$ cat src/rtl/tpr_pkg.sv
// Shared types and constants for the thin-plate RBF evaluator.
// No dependencies.
package tpr_pkg;

  localparam int DW = 50;
  localparam int XW = 31;
  localparam int FW = 32;
  localparam int EW = 7;
  localparam int TW = 64;
  localparam int VW = 48;
  localparam int CW = 7;

  localparam logic [23:0] LN2_HALF_Q24 = 24'd5814540;
  localparam logic [VW-1:0] VAL_MAX = 48'h7FFF_FFFF_FFFF;
  localparam logic [VW-1:0] VAL_MIN = 48'h8000_0000_0000;

  localparam logic OP_LOAD = 1'b0;
  localparam logic OP_EVAL = 1'b1;

  typedef struct packed {
    logic                 vld;
    logic                 last;
    logic                 zero;
    logic signed [EW-1:0] e;
    logic [DW-1:0]        d;
    logic signed [31:0]   w;
  } tpr_side_t;

  typedef struct packed {
    logic                 vld;
    logic                 last;
    logic signed [TW-1:0] term;
  } tpr_term_t;

  typedef enum logic [1:0] {
    ST_IDLE,
    ST_RUN,
    ST_DRAIN,
    ST_DONE
  } tpr_state_t;

endpackage

$ cat src/rtl/tpr_log_cell.sv
// One log2 fraction cell: square the Q1.30 mantissa and emit one bit.
// Depends on tpr_pkg.
module tpr_log_cell import tpr_pkg::*; (
  input  logic            clk,
  input  logic            rst_n,
  input  tpr_side_t       side_i,
  input  logic [XW-1:0]   x_i,
  input  logic [FW-1:0]   frac_i,
  output tpr_side_t       side_o,
  output logic [XW-1:0]   x_o,
  output logic [FW-1:0]   frac_o
);

  tpr_side_t         side_r;
  logic [XW-1:0]     x_r, x_nxt;
  logic [FW-1:0]     frac_r, frac_nxt;
  logic [2*XW-1:0]   sq;
  logic [31:0]       y;

  always_comb begin
    sq       = x_i * x_i;
    y        = sq[61:30];
    x_nxt    = y[31] ? y[31:1] : y[30:0];
    frac_nxt = {frac_i[FW-2:0], y[31]};
  end

  always_ff @(posedge clk) begin
    if (!rst_n) begin
      side_r.vld <= 1'b0;
    end else begin
      side_r <= side_i;
    end
  end

  always_ff @(posedge clk) begin
    x_r    <= x_nxt;
    frac_r <= frac_nxt;
  end

  assign side_o = side_r;
  assign x_o    = x_r;
  assign frac_o = frac_r;

endmodule

$ cat config.mk
export PLATFORM = sky130hd
export DESIGN_NAME = tpr_log_cell
export DESIGN_NICKNAME = d
export VERILOG_FILES = /design/src/rtl/tpr_pkg.sv /design/src/rtl/tpr_log_cell.sv
export SDC_FILE = /design/constraint.sdc
export NUM_CORES = 2
export LEC_CHECK = 0
export ABC_CLOCK_PERIOD_IN_PS = 22300
export BUFFER_PORTS_ARGS = -buffer_cell sky130_fd_sc_hd__buf_4
export CAP_MARGIN = 40
export CORE_AREA = 5 5 271 273
export DETAILED_ROUTE_END_ITERATION = 10
export DIE_AREA = 0 0 276 278
export GPL_ROUTABILITY_DRIVEN = 0
export MAX_ROUTING_LAYER = met4
export SYNTH_ARGS = -nofsm -noshare
export SYNTH_HDL_FRONTEND = slang
export SYNTH_SLANG_ARGS = --single-unit
$ cat constraint.sdc
create_clock -name clk -period 22.3 [get_ports clk]
set_input_delay 1.115 -clock clk [delete_from_list [all_inputs] [get_ports clk]]
set_output_delay 1.115 -clock clk [all_outputs]
set_load 0.005 [all_outputs]
# [After elaboration in Yosys (flattened, before gate mapping)]
# Index checks and enable logic that the tools add are counted.
[op_classes] n_mul=1 muxes=1
[op_table] operator="multiplier 31 x 31 -> 62 bit" n=1
[op_table] operator="two-way mux 30 bit" n=1
[totals] output_inout_bits=155 ff_bits=155 in_bits=157 elab_cells=11

# [Longest topological paths before layout]
[logic_depth] word_depth=2 mapped_depth=31 depth_no_buf=28

# [Worst setup path before layout]
# OpenSTA, ideal clock, no wires.
[synth_path] path_type="in2reg" from="input port x_i[7]" to="register x_r[13], in the netlist x_o[13]" arrival_ps=8189 setup_slack_ps=13990 n_path_buf=4 path_stages=28 required_time_ps=22179 setup_time_ps=121 path_cell_list="clkbuf_1 > clkbuf_1 > nand2_1 > inv_1 > fa_1 > fa_1 > fa_1 > inv_1 > fa_1 > inv_1 > fa_1 > fa_1 > fa_1 > inv_1 > fa_1 > inv_1 > ha_1 > clkbuf_1 > and2_1 > a311oi_1 > o21ai_1 > a31oi_1 > and2b_1 > a211o_1 > nand3_2 > xnor2_4 > buf_6 > mux2_2"
[synth_between] elab_chain_cells=2
[synth_rtl] item="start: declaration" line_no="tpr_log_cell.sv:7" source="input logic [XW-1:0] x_i,"
[synth_rtl] item="multiplier 31 x 31 -> 62 bit" line_no="tpr_log_cell.sv:21" source="sq = x_i * x_i;"
[synth_rtl] item="two-way mux 30 bit" line_no="tpr_log_cell.sv:23" source="x_nxt = y[31] ? y[31:1] : y[30:0];"
[synth_rtl] item="named net x_nxt[13]" line_no="tpr_log_cell.sv:15" source="logic [XW-1:0] x_r, x_nxt;"
[synth_rtl] item="end signal: assignment" line_no="tpr_log_cell.sv:36" source="x_r <= x_nxt;"
[synth_rtl] item="end: declaration" line_no="tpr_log_cell.sv:15"
# The timed path passes the listed nets, and every way through them passes these cells.
# A chain may end at the register's enable or synchronous reset.

# [Final worst setup path]
[layout_path] from="input port x_i[15]" to="register x_r[15], in the netlist x_o[15]"
# The elaborated chain is that of the path after synthesis.

==> results.cfg <==
[sta]
rsz0062_at_grt = false
fin_tns_setup_ns = 0
fmax_ghz = 0.105
slew_violations = 0
fin_crit_ns = 9.49
worstMarginPinSlew_ns = 0.876
max-slew-margin-rel = 0.409
fin_crit_sh = 0.426
finalHoldViolCount = 0
final-setup-viol-count = 0

[cells_and_area]
multiInputGateArea_mm2 = 0.0236
syn2layout_area_growth_pct = 11.9
drive_above_1_share = 0.112
nets = 4521
finalNonFillerCells = 4313
final_util = 0.496
layout.cells.most_common = inv_1
design_area_mm2 = 0.0352
regArea_mm2 = 0.00401
mostFrequentLayoutCells = 912 x inv_1, 747 x fa_1, 312 x buf_4
fill_cells = 6747

[route]
detail_route.drc_violations = 0
drt_iter0_drc = 968
vias = 21066
ant_nets = 0
drtPass1Iterations = 5
routedWlPerCell_um = 19.2
wl_mm = 82.7
avgViaCountPerCell = 4.88

[worst_setup_path]
cp-start-kind = primary input
cp_max_fo = 25
crit_top_cell = fa_1
end_kind = flip-flop
arrival_ns = 9.80
required_ns = 22.61
crit_chain = buf_4 -> clkinv_1 -> nor2_1 -> fa_1 -> fa_1 -> inv_1 -> fa_1 -> fa_1 -> fa_1 -> inv_1 -> fa_1 -> fa_1 -> fa_1 -> ha_1 -> a21oi_1 -> o21ai_0 -> nand3_1 -> nand3_1 -> o221ai_1 -> a211o_1 -> nand3_2 -> xnor2_4 -> buf_16 -> mux2_2
slowest_delay_ns = 0.71
critical_path_class = in -> reg
slowest_stage = o221ai_1

[floorplan]
start_util = 0.444
rows = 98
coreArea_mm2 = 0.0709
pin_count = 312
die_width_um = 276
die_y_um = 278
die_area_mm2 = 0.0767

[cts]
tritoncts = built
ctsResizeCount = 0
cts_setup_buffers = 0
cts_buffer_depth = 2
clock_sinks = 155
ctsHoldBuffers = 0
numCtsBuffers = 17
ctsRootBufferMaster = clkbuf_16
h-tree-depth = 4
clk_pin_slew_ns = 0.07

[logic_synthesis]
synth_nets = 4296
synth-compound-area-share = 0.0460
synth_top_area_frac = 0.476
synth_area_leaders = fa_1 48%, inv_1 11%, ha_1 11%
yosys.area.top_type = fa_1
synth_edf_count = 91
synthArstFlopShare = 0
syn_area_per_cell_um2 = 10.1
synth-seq-cells = 155
synthAdderAreaFrac = 0.583
synth_area_mm2 = 0.0314
synthCells = 3123
synthMuxAreaShare = 0.00792
synthSimpleGateAreaFrac = 0.0979
synth-xor-area-share = 0.0151
synth_top_family_by_area = adder cells
yosysSeqAreaShare = 0.128
ys.flop_type = edfxtp_1
synth_cell_types = 67
yosysWarnings = 0

[status]
status = finished clean

[grt]
grt_pass1_vias = 24063
grt_pass1_wl_mm = 134
antenna_found_initial = 1
grt-ovfl-total = 0
grt_usage = 0.230
grt_max_degree = 68

[placement]
place_hpwl_mm = 67.2
placed_cells = 4279
place_area_mm2 = 0.0346
port_buffers = 310

[min_path]
hold_path.class = in -> reg

[flow_run]
drv_cap = 0
==> state kept, by name, indices dropped and copies added, names as in the netlist <==
signal / cells
x_o: 31
frac_o: 32
side_o: 92
==> cell families (layout without fill, tap and decap cells) <==
kind of cell | Yosys count | after routing
fa+ha+maj | 1016 | 1016
other cells | 0 | 2
compound gates | 213 | 213
mux | 23 | 23
xor+xnor | 52 | 52
flops | 155 | 155
buf+inv | 1022 | 1260
simple gates | 642 | 642
==> stage by stage <==
step	setup WS [ns]	hold slack, ns
after global routing	12.53	0.758
final	12.81	0.790
after floorplan	13.99	1.14
after CTS	12.79	0.768
after detailed placement	12.38	1.22
after global placement	12.08	1.22
==> worst max-delay path: cells and delay by family <==
kind            cells  cell delay (ns)
fa+ha+maj           9             4.40
compound gates      4             1.33
buf+inv             5             1.17
simple gates        4             0.90
xor+xnor            1             0.45
mux                 1             0.37
==> cells in the mapped netlist, types with 4 or more instances <==
cell	n
nand3_1	21
buf_2	4
o21ai_0	28
o211ai_1	10
fa_1	747
mux2_2	10
or2_2	4
clkbuf_1	100
ha_1	269
a31o_2	6
o21a_1	8
o21bai_1	11
nor2_1	56
edfxtp_1	91
a211oi_1	4
mux2i_1	8
xnor2_1	29
nor2b_1	12
and2_1	192
inv_1	912
mux2_1	5
or3_1	5
a31oi_1	9
nand4_1	12
dfxtp_1	64
and3_1	10
a21oi_1	62
a21o_1	33
nor3_1	10
o31ai_1	6
nand2b_1	4
xor2_1	22
nand2_1	309
==> per-layer routing <==
metal,track usage,part of all wire,wire length [um],vias up
met5,-,0,0,-
met4,0.0514,0.026,2120,0
met3,0.0258,0.037,3060,118
met2,0.412,0.53,44000,431
met1,0.282,0.41,33500,10868
li1,-,-,-,9649
==> worst paths after layout <==
| check | start | end | cells past startpoint |
|---|---|---|---|
| max | x_i[15] | x_o[15]$_DFF_P_ | 24 |
| min | frac_i[14] | frac_o[15]$_DFF_P_ | 1 |
==> cell type report <==
cell class,instances,share of cell area
tap,950,0.0338
inverter,914,0.0975
clock inverter,12,0.00288
timing repair buffer,314,0.0681
clock buffer,20,0.0136
multi-input combinational,1946,0.670
sequential,155,0.114
antenna,2,0.000142
Power is left out: the tool's default activity adds up to more than one toggle a clock period on the data nets, which glitch-free logic cannot reach.
